<file path="src/hdl/ilse_pkg.sv">
`timescale 1ns / 1ps
`default_nettype none
// ----------------------------------------------------------------------------
// ilse_pkg
// Shared request and status codes, widths and the response bundle of the
// indexed list store engine.
// ----------------------------------------------------------------------------
package ilse_pkg;

  localparam int TYPE_W   = 3;
  localparam int STATUS_W = 2;
  localparam int DATA_W   = 32;

  // Value returned by a find that misses and a read at a bad index
  localparam logic [DATA_W-1:0] RES_MISS = '1;

  typedef enum logic [TYPE_W-1:0] {
    OP_PUSH    = 3'd0,
    OP_INSERT  = 3'd1,
    OP_PREPEND = 3'd2,
    OP_POP     = 3'd3,
    OP_DELETE  = 3'd4,
    OP_REMOVE  = 3'd5,
    OP_FIND    = 3'd6,
    OP_READ    = 3'd7
  } op_e;

  typedef enum logic [STATUS_W-1:0] {
    ST_DONE = 2'd0,
    ST_FULL = 2'd1,
    ST_BAD  = 2'd2
  } status_e;

  // Response handed from the sequencer to the output register
  typedef struct packed {
    status_e             status;
    logic [DATA_W-1:0]   result_value;
  } resp_t;

endpackage
`default_nettype wire

</file>
<file path="src/hdl/ilse_ctrl.sv">
`timescale 1ns / 1ps
`default_nettype none
// ----------------------------------------------------------------------------
// ilse_ctrl
// Request sequencer: checks the request against the count, walks the store
// one entry per cycle through the memory port and moves, compacts or
// compares entries, then hands the response to the output register.
// ----------------------------------------------------------------------------
module ilse_ctrl #(
  parameter int DEPTH  = 256,
  parameter int CNT_W  = $clog2(DEPTH + 1),
  parameter int ADDR_W = $clog2(DEPTH)
) (
  input  wire logic                        clk_i,
  input  wire logic                        rst_ni,
  // request side
  input  wire logic                        req_valid_i,
  output logic                             req_ready_o,
  input  wire ilse_pkg::op_e               req_op_i,
  input  wire logic [CNT_W-1:0]            req_pos_i,
  input  wire logic [ilse_pkg::DATA_W-1:0] req_val_i,
  // memory port
  output logic                             mem_we_o,
  output logic      [ADDR_W-1:0]           mem_waddr_o,
  output logic      [ilse_pkg::DATA_W-1:0] mem_wdata_o,
  output logic                             mem_re_o,
  output logic      [ADDR_W-1:0]           mem_raddr_o,
  input  wire logic [ilse_pkg::DATA_W-1:0] mem_rdata_i,
  // response side
  input  wire logic                        out_free_i,
  output logic                             out_load_o,
  output ilse_pkg::resp_t                  out_resp_o,
  output logic      [CNT_W-1:0]            out_count_o
);

  localparam logic [1:0] S_IDLE = 2'd0;
  localparam logic [1:0] S_SCAN = 2'd1;
  localparam logic [1:0] S_FIN  = 2'd2;
  localparam logic [1:0] S_RESP = 2'd3;

  localparam logic [CNT_W-1:0] CNT_FULL = CNT_W'(DEPTH);
  localparam logic [CNT_W-1:0] CNT_ONE  = CNT_W'(1);

  logic [1:0]                  state_q, state_d;
  ilse_pkg::op_e               op_q, op_d;
  logic [CNT_W-1:0]            pos_q, pos_d;
  logic [ilse_pkg::DATA_W-1:0] val_q, val_d;
  logic [CNT_W-1:0]            cnt_q, cnt_d;
  logic [CNT_W-1:0]            idx_q, idx_d;
  logic [CNT_W-1:0]            rem_q, rem_d;
  logic [CNT_W-1:0]            kept_q, kept_d;
  logic                        pend_q, pend_d;
  logic [CNT_W-1:0]            pend_idx_q, pend_idx_d;
  logic                        found_q, found_d;
  ilse_pkg::status_e           status_q, status_d;
  logic [ilse_pkg::DATA_W-1:0] result_q, result_d;

  logic             accept;
  logic             walk_down;
  logic             hit;
  logic             issue;
  logic [CNT_W-1:0] waddr;

  assign accept    = (state_q == S_IDLE) && req_valid_i;
  assign walk_down = (op_q == ilse_pkg::OP_INSERT) || (op_q == ilse_pkg::OP_PREPEND);

  // first match of a find, ignoring reads still in flight after it
  assign hit   = pend_q && !found_q && (op_q == ilse_pkg::OP_FIND) &&
                 (mem_rdata_i == val_q);
  assign issue = (state_q == S_SCAN) && (rem_q != '0) && !found_q && !hit;

  assign mem_re_o    = issue;
  assign mem_raddr_o = idx_q[ADDR_W-1:0];
  assign mem_waddr_o = waddr[ADDR_W-1:0];

  assign req_ready_o = (state_q == S_IDLE);
  assign out_load_o  = (state_q == S_RESP) && out_free_i;
  assign out_count_o = cnt_q;
  assign out_resp_o  = '{status: status_q, result_value: result_q};

  // sequencer next state
  always_comb begin
    state_d    = state_q;
    op_d       = op_q;
    pos_d      = pos_q;
    val_d      = val_q;
    cnt_d      = cnt_q;
    idx_d      = idx_q;
    rem_d      = rem_q;
    kept_d     = kept_q;
    pend_d     = 1'b0;
    pend_idx_d = pend_idx_q;
    found_d    = found_q;
    status_d   = status_q;
    result_d   = result_q;
    mem_we_o    = 1'b0;
    waddr       = '0;
    mem_wdata_o = mem_rdata_i;

    case (state_q)
      S_IDLE: begin
        if (accept) begin
          op_d     = req_op_i;
          pos_d    = req_pos_i;
          val_d    = req_val_i;
          kept_d   = '0;
          found_d  = 1'b0;
          status_d = ilse_pkg::ST_DONE;
          result_d = '0;
          idx_d    = '0;
          rem_d    = '0;
          state_d  = S_SCAN;
          case (req_op_i)
            ilse_pkg::OP_PUSH: begin
              if (cnt_q == CNT_FULL) begin
                status_d = ilse_pkg::ST_FULL;
                state_d  = S_RESP;
              end
            end
            ilse_pkg::OP_INSERT: begin
              if (req_pos_i > cnt_q) begin
                status_d = ilse_pkg::ST_BAD;
                state_d  = S_RESP;
              end else if (cnt_q == CNT_FULL) begin
                status_d = ilse_pkg::ST_FULL;
                state_d  = S_RESP;
              end else begin
                idx_d = cnt_q - CNT_ONE;
                rem_d = cnt_q - req_pos_i;
              end
            end
            ilse_pkg::OP_PREPEND: begin
              pos_d = '0;
              if (cnt_q == CNT_FULL) begin
                status_d = ilse_pkg::ST_FULL;
                state_d  = S_RESP;
              end else begin
                idx_d = cnt_q - CNT_ONE;
                rem_d = cnt_q;
              end
            end
            ilse_pkg::OP_POP: begin
              if (cnt_q == '0) begin
                status_d = ilse_pkg::ST_BAD;
                state_d  = S_RESP;
              end else begin
                idx_d = cnt_q - CNT_ONE;
                rem_d = CNT_ONE;
              end
            end
            ilse_pkg::OP_DELETE: begin
              if (req_pos_i >= cnt_q) begin
                status_d = ilse_pkg::ST_BAD;
                state_d  = S_RESP;
              end else begin
                idx_d = req_pos_i + CNT_ONE;
                rem_d = cnt_q - req_pos_i - CNT_ONE;
              end
            end
            ilse_pkg::OP_REMOVE: begin
              rem_d = cnt_q;
            end
            ilse_pkg::OP_FIND: begin
              status_d = ilse_pkg::ST_BAD;
              result_d = ilse_pkg::RES_MISS;
              rem_d    = cnt_q;
            end
            default: begin // read at
              if (req_pos_i >= cnt_q) begin
                status_d = ilse_pkg::ST_BAD;
                result_d = ilse_pkg::RES_MISS;
                state_d  = S_RESP;
              end else begin
                idx_d = req_pos_i;
                rem_d = CNT_ONE;
              end
            end
          endcase
        end
      end

      S_SCAN: begin
        // issue the next read
        if (issue) begin
          pend_d     = 1'b1;
          pend_idx_d = idx_q;
          rem_d      = rem_q - CNT_ONE;
          idx_d      = walk_down ? (idx_q - CNT_ONE) : (idx_q + CNT_ONE);
        end
        // act on the word read last cycle
        if (pend_q) begin
          case (op_q)
            ilse_pkg::OP_INSERT, ilse_pkg::OP_PREPEND: begin
              mem_we_o = 1'b1;
              waddr    = pend_idx_q + CNT_ONE;
            end
            ilse_pkg::OP_DELETE: begin
              mem_we_o = 1'b1;
              waddr    = pend_idx_q - CNT_ONE;
            end
            ilse_pkg::OP_REMOVE: begin
              if (mem_rdata_i != val_q) begin
                mem_we_o = 1'b1;
                waddr    = kept_q;
                kept_d   = kept_q + CNT_ONE;
              end
            end
            ilse_pkg::OP_FIND: begin
              if (hit) begin
                found_d  = 1'b1;
                status_d = ilse_pkg::ST_DONE;
                result_d = ilse_pkg::DATA_W'(pend_idx_q);
              end
            end
            ilse_pkg::OP_POP, ilse_pkg::OP_READ: begin
              result_d = mem_rdata_i;
            end
            default: begin
            end
          endcase
        end
        if (!issue && !pend_q) begin
          state_d = S_FIN;
        end
      end

      S_FIN: begin
        // final store write and count update
        mem_wdata_o = val_q;
        state_d     = S_RESP;
        case (op_q)
          ilse_pkg::OP_PUSH: begin
            mem_we_o = 1'b1;
            waddr    = cnt_q;
            cnt_d    = cnt_q + CNT_ONE;
          end
          ilse_pkg::OP_INSERT, ilse_pkg::OP_PREPEND: begin
            mem_we_o = 1'b1;
            waddr    = pos_q;
            cnt_d    = cnt_q + CNT_ONE;
          end
          ilse_pkg::OP_POP, ilse_pkg::OP_DELETE: begin
            cnt_d = cnt_q - CNT_ONE;
          end
          ilse_pkg::OP_REMOVE: begin
            cnt_d = kept_q;
          end
          default: begin
          end
        endcase
      end

      S_RESP: begin
        if (out_free_i) begin
          state_d = S_IDLE;
        end
      end

      default: begin
        state_d = S_IDLE;
      end
    endcase
  end

  // control state
  always_ff @(posedge clk_i or negedge rst_ni) begin
    if (!rst_ni) begin
      state_q <= S_IDLE;
      cnt_q   <= '0;
      pend_q  <= 1'b0;
      found_q <= 1'b0;
      rem_q   <= '0;
    end else begin
      state_q <= state_d;
      cnt_q   <= cnt_d;
      pend_q  <= pend_d;
      found_q <= found_d;
      rem_q   <= rem_d;
    end
  end

  // request and working registers
  always_ff @(posedge clk_i) begin
    op_q       <= op_d;
    pos_q      <= pos_d;
    val_q      <= val_d;
    idx_q      <= idx_d;
    kept_q     <= kept_d;
    pend_idx_q <= pend_idx_d;
    status_q   <= status_d;
    result_q   <= result_d;
  end

endmodule
`default_nettype wire

</file>
<file path="config.mk">
export PLATFORM = sky130hd
export DESIGN_NAME = ilse_ctrl
export DESIGN_NICKNAME = d
export VERILOG_FILES = /design/src/hdl/ilse_pkg.sv /design/src/hdl/ilse_ctrl.sv
export SDC_FILE = /design/constraint.sdc
export NUM_CORES = 1
export LEC_CHECK = 0
export BUFFER_PORTS_ARGS = -buffer_cell sky130_fd_sc_hd__buf_2
export CAP_MARGIN = 20
export CORE_UTILIZATION = 56
export DETAILED_ROUTE_END_ITERATION = 12
export PLACE_DENSITY_LB_ADDON = 0.2
export SLEW_MARGIN = 25
export SYNTH_ARGS = -nofsm -noshare
export SYNTH_HDL_FRONTEND = slang
export SYNTH_SLANG_ARGS = --single-unit
</file>
<file path="constraint.sdc">
create_clock -name clk_i -period 5 [get_ports clk_i]
set_clock_uncertainty 0.1 [all_clocks]
set_input_delay 0.5 -clock clk_i [delete_from_list [all_inputs] [get_ports clk_i]]
set_output_delay 0.5 -clock clk_i [all_outputs]
set_load 0.005 [all_outputs]
</file>
# Yosys cells after proc, flatten, opt, wreduce, memory -nomap -nowiden
# Cells that the tools add are included.
[op_classes]
add_sub_neg = 11
order_cmp = 2
n_eq_ne = 30
mux = 70
n_reduce_logical = 38
[ops]
columns = ["operator", "count"]
rows = [
  ["$pmux 32 s2", 3],
  ["$mux 9", 18],
  ["$mux 32", 5],
  ["$pmux 9 s2", 3],
  ["$pmux 9 s6", 1],
  ["$pmux 9 s5", 1],
  ["$add 9x1->9 const B", 4],
  ["$sub 9x1->9 const B", 4],
  ["$eq 32x32->1", 1],
  ["$ne 32x32->1", 1],
  ["$pmux 8 s2", 2],
  ["$mux 2", 14],
  ["$pmux 9 s3", 1],
  ["$pmux 8 s3", 1],
  ["$eq 3x3->1 const B", 7],
  ["$mux 8", 2],
  ["$pmux 2 s4", 2],
  ["$reduce_and 5->1", 3],
  ["$eq 3x2->1 const B", 4],
  ["$mux 1", 12],
  ["$ne 2x2->1 const B", 5],
  ["$pmux 2 s5", 1],
  ["$reduce_or 2->1", 5],
  ["$eq 9x9->1 const B", 1],
  ["other kinds (26)", 50],
]
[word_totals]
regBits = 126
inputBits = 80
output_inout_bits = 95
word_cells = 164

# Longest topological paths before layout
[depth]
word_depth = 10
ltp_mapped = 11
ltp_nobuf = 10

# Worst setup path before layout
# OpenSTA, ideal clock, no wires.
[synth_path]
path_kind = "reg2reg"
startpoint = "register state_q[0]"
endpoint = "register result_q[0] (netlist bit) (enable)"
setup_time_ps = 432
arrival_time_ps = 3709
t_required_ps = 4468
path_slack_ps = 759
path_stages_with_launch = 6
path_buffers = 0
period_less_slack_ps = 4241
cell_sequence = "dfrtp_1 > inv_1 > ha_1 > and2_1 > a21oi_1 > a21oi_1"
[synth_between]
elab_chain_len = 4
elab_cells_between_ends = 9
cone_classes = "eq/ne (5); reduce/logical (4)"
[synth_lines]
columns = ["element", "line_no", "rtl"]
rows = [
  ["start, declared", "ilse_ctrl.sv:44", "logic [1:0] state_q, state_d;"],
  ["start signal, assigned", "ilse_ctrl.sv:274", "state_q <= state_d;"],
  ["$logic_not 2->1 *", "-", ""],
  ["via req_ready_o", "ilse_ctrl.sv:18", "output logic req_ready_o,"],
  ["$logic_and 1x1->1", "ilse_ctrl.sv:64", "assign accept = (state_q == S_IDLE) && req_valid_i;"],
  ["$ne 2x1->1 (no line)", "-", ""],
  ["$reduce_and 5->1 (no line) *", "-", ""],
  ["end signal, assigned", "ilse_ctrl.sv:291", "result_q <= result_d;"],
  ["end, declared", "ilse_ctrl.sv:56", "logic [ilse_pkg::DATA_W-1:0] result_q, result_d;"],
]
# The timed path passes the listed nets; every way through them passes the cells marked *.
# A chain may end at the register's enable or synchronous reset.

# Worst setup path after layout
[layout_path]
startpoint = "register op_q[2]"
endpoint = "output mem_waddr_o[7]"
[layout_between]
elab_chain_len = 5
elab_cells_between_ends = 10
cone_classes = "eq/ne (4); mux (4); reduce/logical (2)"
[layout_lines]
columns = ["element", "line_no", "rtl"]
rows = [
  ["start, declared", "ilse_ctrl.sv:45", "ilse_pkg::op_e op_q, op_d;"],
  ["start signal, assigned", "ilse_ctrl.sv:284", "op_q <= op_d;"],
  ["$eq 3x1->1 or $eq 3x2->1 (tied branches)", "ilse_ctrl.sv:192, ilse_ctrl.sv:231", ""],
  ["$reduce_or 2->1", "-", ""],
  ["$pmux 8 s3", "ilse_ctrl.sv:192", "case (op_q)"],
  ["$mux 8", "ilse_ctrl.sv:191", "if (pend_q) begin"],
  ["$pmux 8 s2 *", "ilse_ctrl.sv:100", "case (state_q)"],
  ["end, declared", "ilse_ctrl.sv:24", "output logic [ADDR_W-1:0] mem_waddr_o,"],
]
# Every way passes the cells marked *; elsewhere a longest branch is shown, timed or not.

==> flow_metrics.env <==
export IMPL_outcome="completed"
export IMPL_finalHoldViolations=0
export IMPL_io_pins=175
export IMPL_wl_per_cell_um=20.11
export IMPL_ys_seq_area_share_pct=42.30
export IMPL_cts_tree="yes"
export IMPL_clockBufferDepth=2
export IMPL_drtPass1Iterations=5
export IMPL_grt_pass1_wl_mm=38.14
export IMPL_startpoint_type="flip-flop"
export IMPL_fin_nets=1130
export IMPL_fin_crit_sh_pct=85.99
export IMPL_initialDrtViolationCount=759
export IMPL_h_tree_depth=4
export IMPL_start_util_pct=57.34
export IMPL_drc=0
export IMPL_viasPerCell=6.145
export IMPL_cp_data_required_time_ns=4.40
export IMPL_finalMaxSlewViolations=0
export IMPL_final_common_cell="buf_2"
export IMPL_fin_tns_setup_ns=0
export IMPL_gp_congestion=0.9083
export IMPL_antenna_found_initial=1
export IMPL_fin_ws_ns=0.7005
export IMPL_whs_ns=0.1475
export IMPL_wl_mm=24.46
export IMPL_cts_resized=0
export IMPL_worstHoldPathType="input port to flip-flop"
export IMPL_rrSetupSlack_ns=1.29
export IMPL_synth_enable_flop_cells=104
export IMPL_first_global_vias=7124
export IMPL_cp_max_fo=14
export IMPL_overflow=0
export IMPL_synth_cell_types=77
export IMPL_grt_max_degree=46
export IMPL_mostFrequentLayoutCells="buf_2 (174), edfxtp_1 (104), nor2_1 (67), a21oi_1 (65), xnor2_1 (55)"
export IMPL_die_area_um2=16010
export IMPL_postSynthAreaPerCell_um2=10.06
export IMPL_cts_root_buf="clkbuf_16"
export IMPL_synth_fp_nets=979
export IMPL_slew_headroom_pct=36.87
export IMPL_place_ws_ns=1.223
export IMPL_power_density_nw_per_um2=238.3
export IMPL_clock_latency_ns=0.43
export IMPL_max_clock_freq_mhz=232.6
export IMPL_nFillCells=1233
export IMPL_synthFlopType="edfxtp_1"
export IMPL_cts_buffers=17
export IMPL_grt_total_usage_pct=31.19
export IMPL_clock_sinks=126
export IMPL_multi_input_area_um2=4631
export IMPL_crit_type="flip-flop to output pin"
export IMPL_area_growth_syn_to_layout_pct=17.45
export IMPL_leakagePower_nw=4.428
export IMPL_vias=7472
export IMPL_syn_inst=863
export IMPL_finalSetupViolations=0
export IMPL_core_area_um2=15150
export IMPL_clk_pin_slew_ns=0.06
export IMPL_tightest_slew_ns=0.9469
export IMPL_dp_hpwl_mm=17.71
export IMPL_netlist_area_um2=8685
export IMPL_crit_path_end_kind="output pin"
export IMPL_hold_buffers=1
export IMPL_antenna_left=0
export IMPL_synth_seq_cells=126
export IMPL_final_min_clock_period_ns=4.299
export IMPL_peakVddDrop_mv=0.2412
export IMPL_rsz0062_at_grt="false"
export IMPL_dieHeight_um=126.5
export IMPL_synth_async_sr_flop_share_pct=17.46
export IMPL_ff_latch_area_um2=3674
export IMPL_cap_violations=0
export IMPL_fp_row_count=45
export IMPL_fp_dieW_um=126.5
export IMPL_port_buffers=174
export IMPL_ys_warn_count=0
export IMPL_post_cts_buffers=0
export IMPL_cp_arrival_ns=3.70
export IMPL_drive_above_1_share_pct=27.17
[path summary, 6_finish.rpt]
path | startpoint | endpoint | cells past startpoint
worst min register to register | idx_q[6] | pend_idx_q[6] | 0
worst max register to register | op_q[2] | idx_q[8] | 10
worst min-delay path | req_val_i[20] | val_q[20] | 1
max in group asynchronous | rst_ni | out_count_o[2] | 2
worst max-delay path | op_q[2] | mem_waddr_o[7] | 11
min in group asynchronous | rst_ni | rem_q[2] | 2
[final cells by class]
class / instances / area share [%]
repair buffers: 185 / 9.568
diodes: 1 / 0.02453
inverters: 39 / 1.435
well taps: 188 / 2.306
clock inverters: 15 / 1.079
flip-flops and latches: 126 / 36.02
clock buffers: 17 / 4.171
multi-input cells: 645 / 45.40
[cell usage after synthesis, types with 4 or more instances]
library cell    n  area share, %
a211oi_1        5           0.43
a21o_1         34            2.9
a21oi_1        66            3.8
a221oi_1        9           0.91
a22o_1          4           0.40
a22oi_1        14            1.2
and2_1         12           0.86
and3_1         12           0.86
buf_2           9           0.52
buf_4           8           0.69
clkbuf_1       33            1.4
dfrtp_1        22            6.3
edfxtp_1      104             36
ha_1           33            4.8
inv_1          37            1.6
mux2_2         32            4.1
mux2i_1        22            2.5
nand2_1        43            1.9
nand2b_1        5           0.36
nand3_1        19            1.1
nand4_1        10           0.72
nor2_1         67            2.9
nor2b_1         9           0.65
nor3_1         19            1.1
nor4_1          9           0.65
o211ai_1        9           0.78
o21a_1          7           0.61
o21ai_0        41            2.4
o21bai_1       11           0.95
o221ai_1        4           0.40
o22ai_1         7           0.50
or2_2           4           0.29
or3_1           9           0.65
xnor2_1        55            5.5
xor2_1         14            1.4
[metal layers]
layer	GRT usage, %	wire, µm	part of all wire [%]
met3	6.748	1644	6.7
met1	39.50	10080	41
met5	0	0	0
met2	53.46	12230	50
met4	9.568	505	2.1
[logic make-up after synthesis]
kind of cell             count (synthesis)  share of synthesized area, %
buffers and inverters                   92                         4.639
XOR/XNOR                                69                         6.959
adder cells (fa/ha/maj)                 36                         5.446
AND/OR/NAND/NOR                        238                         14.36
multiplexers                            54                         6.685
AO/OA/AOI/OAI                          248                         19.61
flip-flops                             126                         42.30
[critical path, stage by stage (launching register included)]
cell      delay, ns
edfxtp_1       0.58
nand2b_1       0.21
nor2_1         0.56
ha_1           0.36
a21o_1         0.18
a21oi_1        0.25
o21ai_0        0.16
o41ai_1        0.35
xnor2_1        0.19
mux2i_1        0.21
a21oi_1        0.09
buf_2          0.13
[through the flow]
stage | power [mW] | std cells | utilization (%) | instance area [µm²]
2_1_floorplan | 1.237 | 863 | - | 8685
3_3_place_gp | 1.315 | 1181 | 63.54 | 9624
3_5_place_dp | 1.318 | 1181 | 63.54 | 9624
4_1_cts | 2.442 | 1214 | 67.15 | 10170
5_1_grt | 2.501 | 1216 | 67.34 | 10200
6_report | 2.431 | 1216 | 67.34 | 10200
[report_power, final]
part           switching (mW)  total (mW)  internal, mW
logic                  0.0891       0.167        0.0775
registers            0.000482        1.13          1.13
clock network           0.495        1.13         0.638
total                   0.585        2.43          1.85
[registers in the layout, indices dropped and copies added (netlist names), 3 cells and up]
name	count
val_q	32
out_count_o	9
kept_q	9
op_q	3
rem_q	9
result_q	32
idx_q	9
pend_idx_q	9
pos_q	8
Power figures use the tool's default switching activity.
