[src/hdl/ilse_pkg.sv]
`timescale 1ns / 1ps
`default_nettype none
// ----------------------------------------------------------------------------
// ilse_pkg
// Shared request and status codes, widths and the response bundle of the
// indexed list store engine.
// ----------------------------------------------------------------------------
package ilse_pkg;

  localparam int TYPE_W   = 3;
  localparam int STATUS_W = 2;
  localparam int DATA_W   = 32;

  // Value returned by a find that misses and a read at a bad index
  localparam logic [DATA_W-1:0] RES_MISS = '1;

  typedef enum logic [TYPE_W-1:0] {
    OP_PUSH    = 3'd0,
    OP_INSERT  = 3'd1,
    OP_PREPEND = 3'd2,
    OP_POP     = 3'd3,
    OP_DELETE  = 3'd4,
    OP_REMOVE  = 3'd5,
    OP_FIND    = 3'd6,
    OP_READ    = 3'd7
  } op_e;

  typedef enum logic [STATUS_W-1:0] {
    ST_DONE = 2'd0,
    ST_FULL = 2'd1,
    ST_BAD  = 2'd2
  } status_e;

  // Response handed from the sequencer to the output register
  typedef struct packed {
    status_e             status;
    logic [DATA_W-1:0]   result_value;
  } resp_t;

endpackage
`default_nettype wire

[src/hdl/ilse_out.sv]
`timescale 1ns / 1ps
`default_nettype none
// ----------------------------------------------------------------------------
// ilse_out
// Output register: holds one response word until the receiver takes it.
// ----------------------------------------------------------------------------
module ilse_out #(
  parameter int CNT_W = 9
) (
  input  wire logic                        clk_i,
  input  wire logic                        rst_ni,
  input  wire logic                        load_i,
  input  wire ilse_pkg::resp_t             resp_i,
  input  wire logic [CNT_W-1:0]            count_i,
  output logic                             free_o,
  output logic                             valid_o,
  input  wire logic                        ready_i,
  output ilse_pkg::status_e                status_o,
  output logic      [ilse_pkg::DATA_W-1:0] result_value_o,
  output logic      [CNT_W-1:0]            list_count_o,
  output logic                             is_empty_o
);

  logic              valid_q;
  ilse_pkg::resp_t   resp_q;
  logic [CNT_W-1:0]  count_q;

  assign free_o = !valid_q || ready_i;

  // valid flag
  always_ff @(posedge clk_i or negedge rst_ni) begin
    if (!rst_ni) begin
      valid_q <= 1'b0;
    end else if (load_i) begin
      valid_q <= 1'b1;
    end else if (ready_i) begin
      valid_q <= 1'b0;
    end
  end

  // payload
  always_ff @(posedge clk_i) begin
    if (load_i) begin
      resp_q  <= resp_i;
      count_q <= count_i;
    end
  end

  assign valid_o        = valid_q;
  assign status_o       = resp_q.status;
  assign result_value_o = resp_q.result_value;
  assign list_count_o   = count_q;
  assign is_empty_o     = (count_q == '0);

endmodule
`default_nettype wire

[config.mk]
export PLATFORM = sky130hd
export DESIGN_NAME = ilse_out
export DESIGN_NICKNAME = d
export VERILOG_FILES = /design/src/hdl/ilse_pkg.sv /design/src/hdl/ilse_out.sv
export SDC_FILE = /design/constraint.sdc
export NUM_CORES = 1
export LEC_CHECK = 0
export ABC_CLOCK_PERIOD_IN_PS = 1900
export BUFFER_PORTS_ARGS = -buffer_cell sky130_fd_sc_hd__buf_2
export CORE_ASPECT_RATIO = 0.7
export CORE_MARGIN = 5
export CORE_UTILIZATION = 43
export DETAILED_ROUTE_END_ITERATION = 10
export HOLD_SLACK_MARGIN = 0.12
export PLACE_DENSITY = 0.86
export SLEW_MARGIN = 20
export SYNTH_ARGS = -nofsm -noshare
export SYNTH_HDL_FRONTEND = slang
export SYNTH_SLANG_ARGS = --single-unit
[constraint.sdc]
create_clock -name clk_i -period 1.9 [get_ports clk_i]
set_clock_uncertainty 0.15 [all_clocks]
set_input_delay 0.19 -clock clk_i [delete_from_list [all_inputs] [get_ports clk_i]]
set_output_delay 0.19 -clock clk_i [all_outputs]
set_load 0.005 [all_outputs]
# --- Word level (Yosys, flattened, before mapping) ---
# Cells that the tools add are included.
totals:
  wordCells: 10
  regBits: 44
classes:
  reduce_logical: 4
  muxes: 2
op_table:
  columns: ["op", "n"]
  rows:
  - ["zero test 9 bit", 1]
  - ["two-way mux 1 bit", 2]
  - ["nonzero test 2 bit", 1]
  - ["zero test 1 bit", 1]
  - ["logical OR 1 bit", 1]

# --- Logic depth before layout (Yosys ltp) ---
# Gate-level depths: netlist (run 1).
logic_depth:
  ltp_word: 2
  depth_mapped: 2
  mapped_depth_nobuf: 2

# --- Least setup slack after synthesis (run 1) ---
# No wires, ideal clock.
synth_timing:
  path_type: "reg-to-output"
  start: "register count_q[6], in the netlist list_count_o[6]"
  end: "output port is_empty_o"
  arrival_ps: 1152
  stages_incl_launch_ff: 3
  setup_slack_ps: 408
  n_path_buf: 0
  path_cell_list: "edfxtp_1 -> or4_1 -> nor4_2"
synth_via:
  elab_chain_len: 1
synth_rtl:
  columns: ["item", "line_no", "text"]
  rows:
  - ["start: declaration", "ilse_out.sv:26", "logic [CNT_W-1:0] count_q;"]
  - ["start signal: assignment", "ilse_out.sv:45", "count_q <= count_i;"]
  - ["zero test 9 bit", "ilse_out.sv:53", "assign is_empty_o = (count_q == '0);"]
  - ["end: declaration", "ilse_out.sv:21", "output logic is_empty_o"]
# Every way passes these cells.

# --- Worst setup path in the final report (run 1) ---
layout_timing:
  start: "register count_q[8], in the netlist list_count_o[8]"
  end: "output port is_empty_o"
# Same word-level chain as after synthesis.

==> impl_results.md, run 1 <==
- Status: completed
- Final Max Slew Viols: 0
- Startpoint types: flop
- Hold worst-path end: result_value_o[8]
- CP Class: flop to output port
- Die Y: 57.0 um
- ANT nets after route: 0
- #FFs+latches synth: 44
- Fillers: 153
- Core footprint: 3080 um^2
- Worst Hold Depth: 2
- M2 GR Usage: 37.5%
- Layout cells sized above 1: 52.3%
- R2R depth: 2
- Cells after Synth: 49
- GR Overflow Total: 0
- CTS max path bufs: 2
- Clk sinks: 44
- Post-synth cell types: 6
- Avg Cell Area, Syn: 27.7 um^2
- Worst Max-Slew Pin Slew: 0.300 ns
- Rel. slew slack: 80.0%
- Area Growth Syn to Fin: 83.5%
- Die area: 4390 um^2
- Port bufs: 92
- Hold Crit Class: input port to flop
- R2r endpoint: valid_o
- GR Layer Usage met3: 9.31%
- Post-Syn Nets: 96
- Initial DRC Count: 53
- Diode count: 0
- First-pass GRT wire length: 6580 um
- Initial Util: 43.9%
- Final Instance Area: 2490 um^2
- R2R setup slack: 1.10 ns
- Vias: 1059
- GRT busiest layer: met2
- Critical path, cell by cell: or4_1, nor4_2, buf_2
- Gr usage total: 20.8%
- Pleak: 0.00108 uW
- H-tree Lvls: 2
- Min-Delay Startpoint: load_i
- CP top delay family: simple AND/OR/NAND/NOR gates
- MaxCap Viol Count: 0
- Vias in the first global route: 1173
- Resized cells post-CTS: 0
- CTS tree: built
- Gpl congestion: 0.685
- Peak VDD IR: 0.563 mV
- Worst-path clk slew: 0.08 ns
- Crit path buf inv count: 1
- CP max stage cell: or4_1
- Period utilization: 96.2%
- # rows: 17
- Worst skew pair latency: 0.28 ns
- Via density per instance: 4.47
- Clock buffer count from CTS: 5
- DR WL/cell: 18.2 um
- CTS Root Cell: clkbuf_8
- Peak Freq: 0.547 GHz
- Pin count of the biggest net entering global routing: 26
- CP arrival: 1.49 ns
- Crit-path max cell delay: 0.52 ns
- Syn Std Cell Area: 1360 um^2
- RSZ-0062 raised after global routing: yes
- Yosys warns: 0
- Final wirelength: 4310 um
- DR pass1 iterations: 4
- DRC Markers: 0
- Req. time, crit path: 1.56 ns
- Met1 Use GR: 22.6%
- CP Capture Type: output port
- RR Startpoint: valid_o
- Final Hold Viols: 0
- Placed inst area: 1880 um^2
- Initial antenna violation count: 0
- Post-DP HPWL: 2350 um
- Fin nets: 245
- Post-synthesis sequential area ratio: 97.1%
- Number of setup violations in the final report: 0
- Num ports: 93
- Final setup TNS: 0 ns
- Die Wd: 77.1 um
- P per Cell Area: 904 nW/um^2
- Minimum clock period: 1.83 ns
- Top fanout value on the critical path: 2
==> area by class of cell <==
cell class | count | area [um^2] | area share, %
clock inverters | 2 | 60.1 | 2.42
repair buffers | 142 | 951 | 38.2
clock buffers | 6 | 72.6 | 2.92
multi-input cells | 5 | 38.8 | 1.56
well taps | 38 | 47.5 | 1.91
flip-flops and latches | 44 | 1320 | 52.9
==> synthesized netlist by cell type <==
library cell / count / share of area, %
or3_1: 1 / 0.46
nand2b_1: 2 / 0.92
or4_1: 1 / 0.55
dfrtp_1: 1 / 1.8
edfxtp_1: 43 / 95
nor4_2: 1 / 0.92
==> state kept, by name (all words and copies together), names as in the netlist <==
register and cells:
valid_o 1, result_value_o 32, status_o 2, list_count_o 9
==> through the flow <==
stage / total power [uW] / hold slack [ns] / utilization (%) / instances / setup WS (ns)
after floorplan: 1210 / -0.256 / - / 49 / 0.408
after detailed placement: 1350 / -0.184 / 60.9 / 181 / 0.291
after global routing: 2330 / 0.268 / 80.6 / 237 / -0.00975
after CTS: 2230 / 0.252 / 80.4 / 236 / 0.0521
after global placement: 1340 / -0.185 / 60.9 / 181 / 0.329
final: 2250 / 0.258 / 80.6 / 237 / 0.0713
==> kinds of logic after synthesis <==
family | Yosys count | share of synthesized area [%]
flops | 44 | 97.1
simple gates | 5 | 2.86
==> where the power goes <==
group | switching [uW] | total [uW] | leakage, uW | internal, uW
Clock | 299 | 824 | 0.0000654 | 525
Sequential | 27.4 | 1180 | 0.000432 | 1150
Combinational | 94.7 | 245 | 0.000582 | 151
==> cell usage in the layout, fill, tap and decap left out, drive strengths merged <==
cell,count
nor4,1
or4,1
clkbuf,6
dlygate4sd3,46
dfrtp,1
bufinv,2
edfxtp,43
nand2b,2
or3,1
buf,96
==> layer usage <==
metal,part of all wire [%],wire (um)
met5,0,0
met4,0.83,36
met3,11,494
met2,52,2240
met1,36,1550
==> worst max path at each step <==
stage,start,endpoint,slack [ns],depth (start not counted)
after floorplan,list_count_o[6],is_empty_o,0.41,2
after global placement,list_count_o[6],is_empty_o,0.33,3
after detailed placement,list_count_o[8],is_empty_o,0.29,3
after CTS,list_count_o[6],is_empty_o,0.05,3
after global routing,list_count_o[8],is_empty_o,-0.01,3
final,list_count_o[8],is_empty_o,0.07,3
==> what timing repair did <==
item / 4_1_cts / 5_1_grt
cloned: 0 / 0
setup buffers: 1 / 1
hold buffers: 46 / 0
pin swaps: 1 / 0
endpoints found under the setup margin: 1 / 1
endpoints found under the hold margin: 45 / 0
No activity file was read; power rests on OpenSTA's default activity.
==> run 2, diff against run 1 <==
==> constraint.sdc (replaced) <==
create_clock -name clk_i -period 1.9 [get_ports clk_i]
set_clock_uncertainty 0.15 [all_clocks]
set_input_delay 0.38 -clock clk_i [delete_from_list [all_inputs] [get_ports clk_i]]
set_output_delay 0.38 -clock clk_i [all_outputs]
set_load 0.005 [all_outputs]
==> run 2 against run 1 <==
Largest power group unchanged. Hold slack lost 0.052 ns. Routed wire length is 8.3% lower. Maximum frequency decreased by 9.0%. Sequential cell count is the same. Non-clock buffer count down 4. Via count is 0.57% lower. Die area unchanged. Utilization down 2.6 points. First-iteration DRC count grew 1.9%. Register-to-register slack better by 0.02 ns. The run now ends with setup timing left. Critical path depth did not move.
==> impl_results.md, run 2 (synthesis gave the netlist of run 1 again) <==
- Final core utilization: 78.1% (-2.6 points)
- Max FFs per register: 32 (unchanged)
- CP arrival: 1.48 ns (about the same)
- Initial Util: 43.9% (unchanged)
- Final Hold Viols: 0 (unchanged)
- Via density per instance: 4.52 (+1.1%)
- Worst setup path start: list_count_o[0]
- Layout cells sized above 1: 52.8% (+0.56 points)
- GR Overflow Total: 0 (unchanged)
- CTS tree: built
- H-tree Lvls: 2 (unchanged)
- Switching Share: 20.9% (+2.2 points)
- Core footprint: 3080 um^2 (unchanged)
- Period utilization: 106% (+9.6 points)
- Clock buffer count from CTS: 5 (unchanged)
- Fillers: 171 (+12%)
- Vias in the first global route: 1220 (+4.0%)
- Worst skew pair latency: 0.28 ns (about the same)
- Gr usage total: 19.1% (-1.7 points)
- Area Growth Syn to Fin: 77.7%
- Minimum clock period: 2.01 ns (+0.182 ns)
- Reg area: 1320 um^2 (unchanged)
- Peak Freq: 0.497 GHz (-9.0%)
- R2r endpoint: valid_o
- Combinational power share: 11.9% (+1.0 points)
- Peak VDD IR: 0.707 mV (+26%)
- R2R depth: 2 (unchanged)
- DRC Markers: 0 (unchanged)
- CTS max path bufs: 2 (unchanged)
- MaxCap Viol Count: 0 (unchanged)
- Die Wd: 77.1 um (unchanged)
- Status: finished with violations
- Post-DP HPWL: 2450 um (+4.1%)
- Pleak: 0.00104 uW (-3.8%)
- Worst setup slack after layout: -0.110 ns (-0.182 ns)
- Failing checks: setup timing
- Fin nets: 241 (-1.6%)
- # rows: 17 (unchanged)
- Final Max Slew Viols: 0 (unchanged)
- Psw: 410 uW (-2.5%)
- Final wirelength: 3960 um (-8.3%)
- Pin count of the biggest net entering global routing: 26 (unchanged)
- CTS Root Cell: clkbuf_8
- P per Cell Area: 815 nW/um^2 (-9.8%)
- ANT nets after route: 0 (unchanged)
- Diode count: 0 (unchanged)
- Die area: 4390 um^2 (unchanged)
- Req. time, crit path: 1.37 ns (-0.19 ns)
- Initial antenna violation count: 0 (unchanged)
- GRT busiest layer: met2
- Commonest non-fill, non-tap cells in the layout: buf_2, dlygate4sd3_1, edfxtp_1, clkbuf_8
- DR WL/cell: 17.0 um (-6.7%)
- RR Startpoint: valid_o
- DR pass1 iterations: 4 (unchanged)
- Post-CTS Setup Repair Bufs: 0 (-1)
- Worst-path clk slew: 0.08 ns (about the same)
- Commonest non-fill, non-tap cell in the layout: buf_2
- M2 GR Usage: 31.1% (-6.4 points)
- Die Y: 57.0 um (unchanged)
- CP endpoint: is_empty_o
- RSZ-0062 raised after global routing: yes
- Port bufs: 92 (unchanged)
- Clock power frac: 28.1% (-8.6 points)
- Top fanout value on the critical path: 2 (unchanged)
- Startpoint types: flop
- Clk sinks: 44 (unchanged)
- Rel. slew slack: 79.4% (-0.62 points)
- First-pass GRT wire length: 6110 um (-7.2%)
- Initial DRC Count: 54 (+1.9%)
- R2R setup slack: 1.12 ns (+0.02 ns)
- Gpl congestion: 0.685 (unchanged)
- Smallest hold slack: 0.207 ns (-0.0515 ns)
- Part of the power in registers: 60.0% (+7.6 points)
- Num ports: 93 (unchanged)
- Worst Max-Slew Pin Slew: 0.309 ns (+0.00928 ns)
- Number of setup violations in the final report: 1 (+1)
- GR Layer Usage met3: 10.6% (+1.3 points)
- Internal power: 1550 uW (-15%)
- Area of the multi-input gates: 42.5 um^2 (+9.7%)
- CP Capture Type: output port
- CP Class: flop to output port
- Met1 Use GR: 21.7% (-0.85 points)
- Hold Crit Class: input port to flop
- Vias: 1053 (-0.57%)
- Pre-CTS worst setup slack: 0.0718 ns (-0.219 ns)
==> run 2: changes by cell type in the layout (fill, tap and decap cells not counted) <==
cell / previous run / this run
buf_4: 4 / 2
bufinv_16: 2 / 0
clkinv_2: 0 / 1
clkinvlp_4: 0 / 1
dlygate4sd3_1: 46 / 44
or4_1: 1 / 0
or4_4: 0 / 1
==> run 2: timing repair <==
| item | CTS | global route |
|---|---|---|
| resized for setup | 0 | 1 |
| hold buffers | 44 | 0 |
| gates cloned | 0 | 0 |
| endpoints found under the setup margin | 1 | 1 |
| endpoints found under the hold margin | 44 | 0 |
| pin swaps | 2 | 0 |
==> run 2: power by group through the flow <==
stage          Sequential, uW  Clock (uW)  Combinational [uW]
2_1_floorplan            1200           0                4.28
3_3_place_gp             1190           0                 155
3_5_place_dp             1190           0                 161
4_1_cts                  1170         571                 230
5_1_grt                  1180         620                 253
6_report                 1180         551                 234
==> run 2: cell type report <==
type	instances	area share, %
multi-input combinational	5	1.77
clock inverter	2	0.520
sequential	44	54.7
clock buffer	6	3.01
timing repair buffer	138	38.0
tap	38	1.98
==> run 2: metrics by stage <==
step                      area (um^2)  power (uW)  TNS, ns  instances
final                            2410        1960   -0.110        233
after global routing             2410        2060   -0.196        233
after CTS                        2400        1970   -0.146        233
after detailed placement         1880        1350        0        181
after global placement           1880        1340        0        181
after floorplan                  1360        1210        0         49
==> run 2: worst max-delay path, cell delays in order, from the launching register on <==
cell	delay [ns]
edfxtp_1	0.38
or4_4	0.54
nor4_2	0.13
buf_2	0.15
==> run 2: per-layer routing <==
metal | up-vias | share of wire (%)
met1 | 484 | 38
met5 | - | 0
met4 | 0 | 1.9
met2 | 73 | 49
met3 | 8 | 11
li1 | 488 | -
==> run 2: worst min path at each step <==
stage,end,start,depth (start not counted)
global placement,valid_o,rst_ni,1
global route,valid_o,ready_i,3
detailed placement,valid_o,rst_ni,1
CTS,valid_o,ready_i,3
finish,valid_o,ready_i,3
floorplan,valid_o,rst_ni,0
==> run 3, diff against run 2 <==
--- a/config.mk
+++ b/config.mk
@@ -9,10 +9,10 @@
 export BUFFER_PORTS_ARGS = -buffer_cell sky130_fd_sc_hd__buf_2
 export CORE_ASPECT_RATIO = 0.7
 export CORE_MARGIN = 5
-export CORE_UTILIZATION = 43
+export CORE_UTILIZATION = 30
 export DETAILED_ROUTE_END_ITERATION = 10
 export HOLD_SLACK_MARGIN = 0.12
-export PLACE_DENSITY = 0.86
+export PLACE_DENSITY = 0.64
 export SLEW_MARGIN = 20
 export SYNTH_ARGS = -nofsm -noshare
 export SYNTH_HDL_FRONTEND = slang
==> run 3 against run 2 <==
The flow still finishes with violations (setup timing). Total power up 14%. Highest routed layer unchanged. Routed wire length decreased by 5.8%. Sequential share of layout area down 1.8 points.
==> impl_results.md, run 3 (synthesis gave the netlist of run 1 again) <==
- Status: finished with violations
- Failing checks: setup timing
- Number of setup violations in the final report: 1 (unchanged)
- Worst Max-Slew Pin Slew: 0.228 ns (-0.0815 ns)
- CP endpoint: is_empty_o
- R2R setup slack: 1.10 ns (-0.02 ns)
- RSZ-0062 raised after global routing: yes
- Fillers: 369 (+120%)
- Fin nets: 241 (unchanged)
- MaxCap Viol Count: 0 (unchanged)
- Pin count of the biggest net entering global routing: 45 (+73%)
- CP max stage cell: or4_4
- Vias in the first global route: 1190 (-2.5%)
- Die Wd: 90.3 um (+17%)
- Psw: 407 uW (-0.87%)
- GR Overflow Total: 0 (unchanged)
- Internal power: 1820 uW (+17%)
- Pre-CTS worst setup slack: 0.0571 ns (-0.0147 ns)
- Gr usage total: 12.9% (-6.1 points)
- Total Power: 2230 uW (+14%)
- H-tree Lvls: 2 (unchanged)
- Via density per instance: 4.12 (-8.7%)
- Layout cells sized above 1: 52.8% (unchanged)
- Rel. slew slack: 84.8% (+5.4 points)
- RR Startpoint: valid_o
- Commonest non-fill, non-tap cell in the layout: buf_2
- Gpl congestion: 0.685 (unchanged)
- Combinational power share: 10.6% (-1.3 points)
- Critical path, cell by cell: or4_4, nor4_2, buf_2
- Worst setup slack after layout: -0.126 ns (-0.0152 ns)
- Clk sinks: 44 (unchanged)
- CP top delay family: simple AND/OR/NAND/NOR gates
- Top fanout value on the critical path: 2 (unchanged)
- Cell count along the critical path: 3 (unchanged)
- ANT nets after route: 0 (unchanged)
- Final non-filler cell total: 250 (+7.3%)
- Clock buffer count from CTS: 5 (unchanged)
- Switching Share: 18.3% (-2.7 points)
- Die Y: 66.2 um (+16%)
- Worst-path clk slew: 0.08 ns (about the same)
- Worst skew pair latency: 0.28 ns (about the same)
- Req. time, crit path: 1.37 ns (about the same)
- Vias: 1031 (-2.1%)
- Final Max Slew Viols: 0 (unchanged)
- Final wirelength: 3730 um (-5.8%)
- Peak VDD IR: 0.548 mV (-23%)
- R2R depth: 2 (unchanged)
- Core footprint: 4350 um^2 (+41%)
- # rows: 20 (+3)
- Initial antenna violation count: 0 (unchanged)
- Area Growth Syn to Fin: 83.7%
- Startpoint types: flop
- Clock power frac: 36.8% (+8.7 points)
- DR WL/cell: 14.9 um (-12%)
- Pleak: 0.00107 uW (+2.8%)
- Minimum clock period: 2.03 ns (+0.0152 ns)
- Worst setup path start: list_count_o[0]
- CP Class: flop to output port
- Diode count: 0 (unchanged)
- CTS tree: built
- CP Capture Type: output port
- Placed insts: 197 (+8.8%)
- Period utilization: 107% (+0.80 points)
- Port bufs: 92 (unchanged)
- Crit-path max cell delay: 0.55 ns (about the same)
- Part of the power in registers: 52.6% (-7.4 points)
- First-pass GRT wire length: 5730 um (-6.1%)
- Initial DRC Count: 34 (-37%)
- Crit path buf inv count: 1 (unchanged)
- CP arrival: 1.50 ns (+0.02 ns)
- Max FFs per register: 32 (unchanged)
- Die area: 5980 um^2 (+36%)
- Final setup TNS: -0.126 ns (-0.0152 ns)
- CTS Root Cell: clkbuf_8
- Commonest non-fill, non-tap cells in the layout: buf_2, dlygate4sd3_1, edfxtp_1, clkbuf_8
- P per Cell Area: 896 nW/um^2 (+9.9%)
- Num ports: 93 (unchanged)
- R2r endpoint: valid_o
- DR pass1 iterations: 4 (unchanged)
- Peak Freq: 0.494 GHz (-0.75%)
- DRC Markers: 0 (unchanged)
- Initial Util: 31.1% (-13 points)
- Hold Crit Class: input port to flop
- Final Hold Viols: 0 (unchanged)
- CTS max path bufs: 2 (unchanged)
run 3: changes by cell type in the layout (fill, tap and decap cells not counted), sizes merged:
| cell | delta |
|---|---|
| bufinv | +2 |
| clkinv | -1 |
| clkinvlp | -1 |
run 3: how the worst min path moves through the flow:
stage	startpoint	endpoint	slack, ns	depth (start not counted)
final	ready_i	valid_o	0.22	3
after global routing	ready_i	valid_o	0.23	3
after CTS	count_i[7]	list_count_o[7]	0.12	1
after detailed placement	rst_ni	valid_o	0.006	1
after global placement	rst_ni	valid_o	0.004	1
after floorplan	rst_ni	valid_o	-0.07	0
run 3: power groups by stage:
stage	Sequential, uW	Combinational (uW)	Clock, uW
3_5_place_dp	1190	164	0
5_1_grt	1180	259	896
4_1_cts	1170	229	833
3_3_place_gp	1190	158	0
6_report	1170	237	820
2_1_floorplan	1200	4.28	0
run 3: worst reg2reg max path, delay by kind of cell (launching register included):
kind / cells / cell delay (ns)
flops: 1 / 0.39
simple gates: 2 / 0.16
run 3: final cells by class:
cell class,count,area [um^2],share of cell area (%)
sequential,44,1320,52.9
clock buffer,6,72.6,2.92
multi-input combinational,5,42.5,1.71
tap,55,68.8,2.77
clock inverter,2,60.1,2.41
timing repair buffer,138,928,37.3
run 3: routing by layer:
metal | share of wire [%] | vias to the layer above | routed length (um) | GRT usage, %
met5 | 0 | - | 0 | 0
met4 | 0.91 | 0 | 34 | 5.02
met3 | 10 | 5 | 377 | 6.14
met2 | 51 | 58 | 1900 | 22.9
met1 | 38 | 479 | 1420 | 13.4
li1 | - | 489 | - | -
run 3: per-stage QoR:
stage | util, % | hold WS, ns | instance area (um^2)
global route | 57.2 | 0.232 | 2490
detailed placement | 43.7 | 0.00560 | 1900
floorplan | - | -0.0656 | 1360
global placement | 43.7 | 0.00407 | 1900
finish | 57.2 | 0.220 | 2490
CTS | 56.0 | 0.121 | 2440
run 3: timing repair:
item | in CTS | in global routing
buffers inserted | 1 | 0
hold buffers | 39 | 5
resized for setup | 1 | 0
gates cloned | 0 | 0
pin swaps | 2 | 0
endpoints found under the setup margin | 1 | 1
endpoints found under the hold margin | 39 | 5
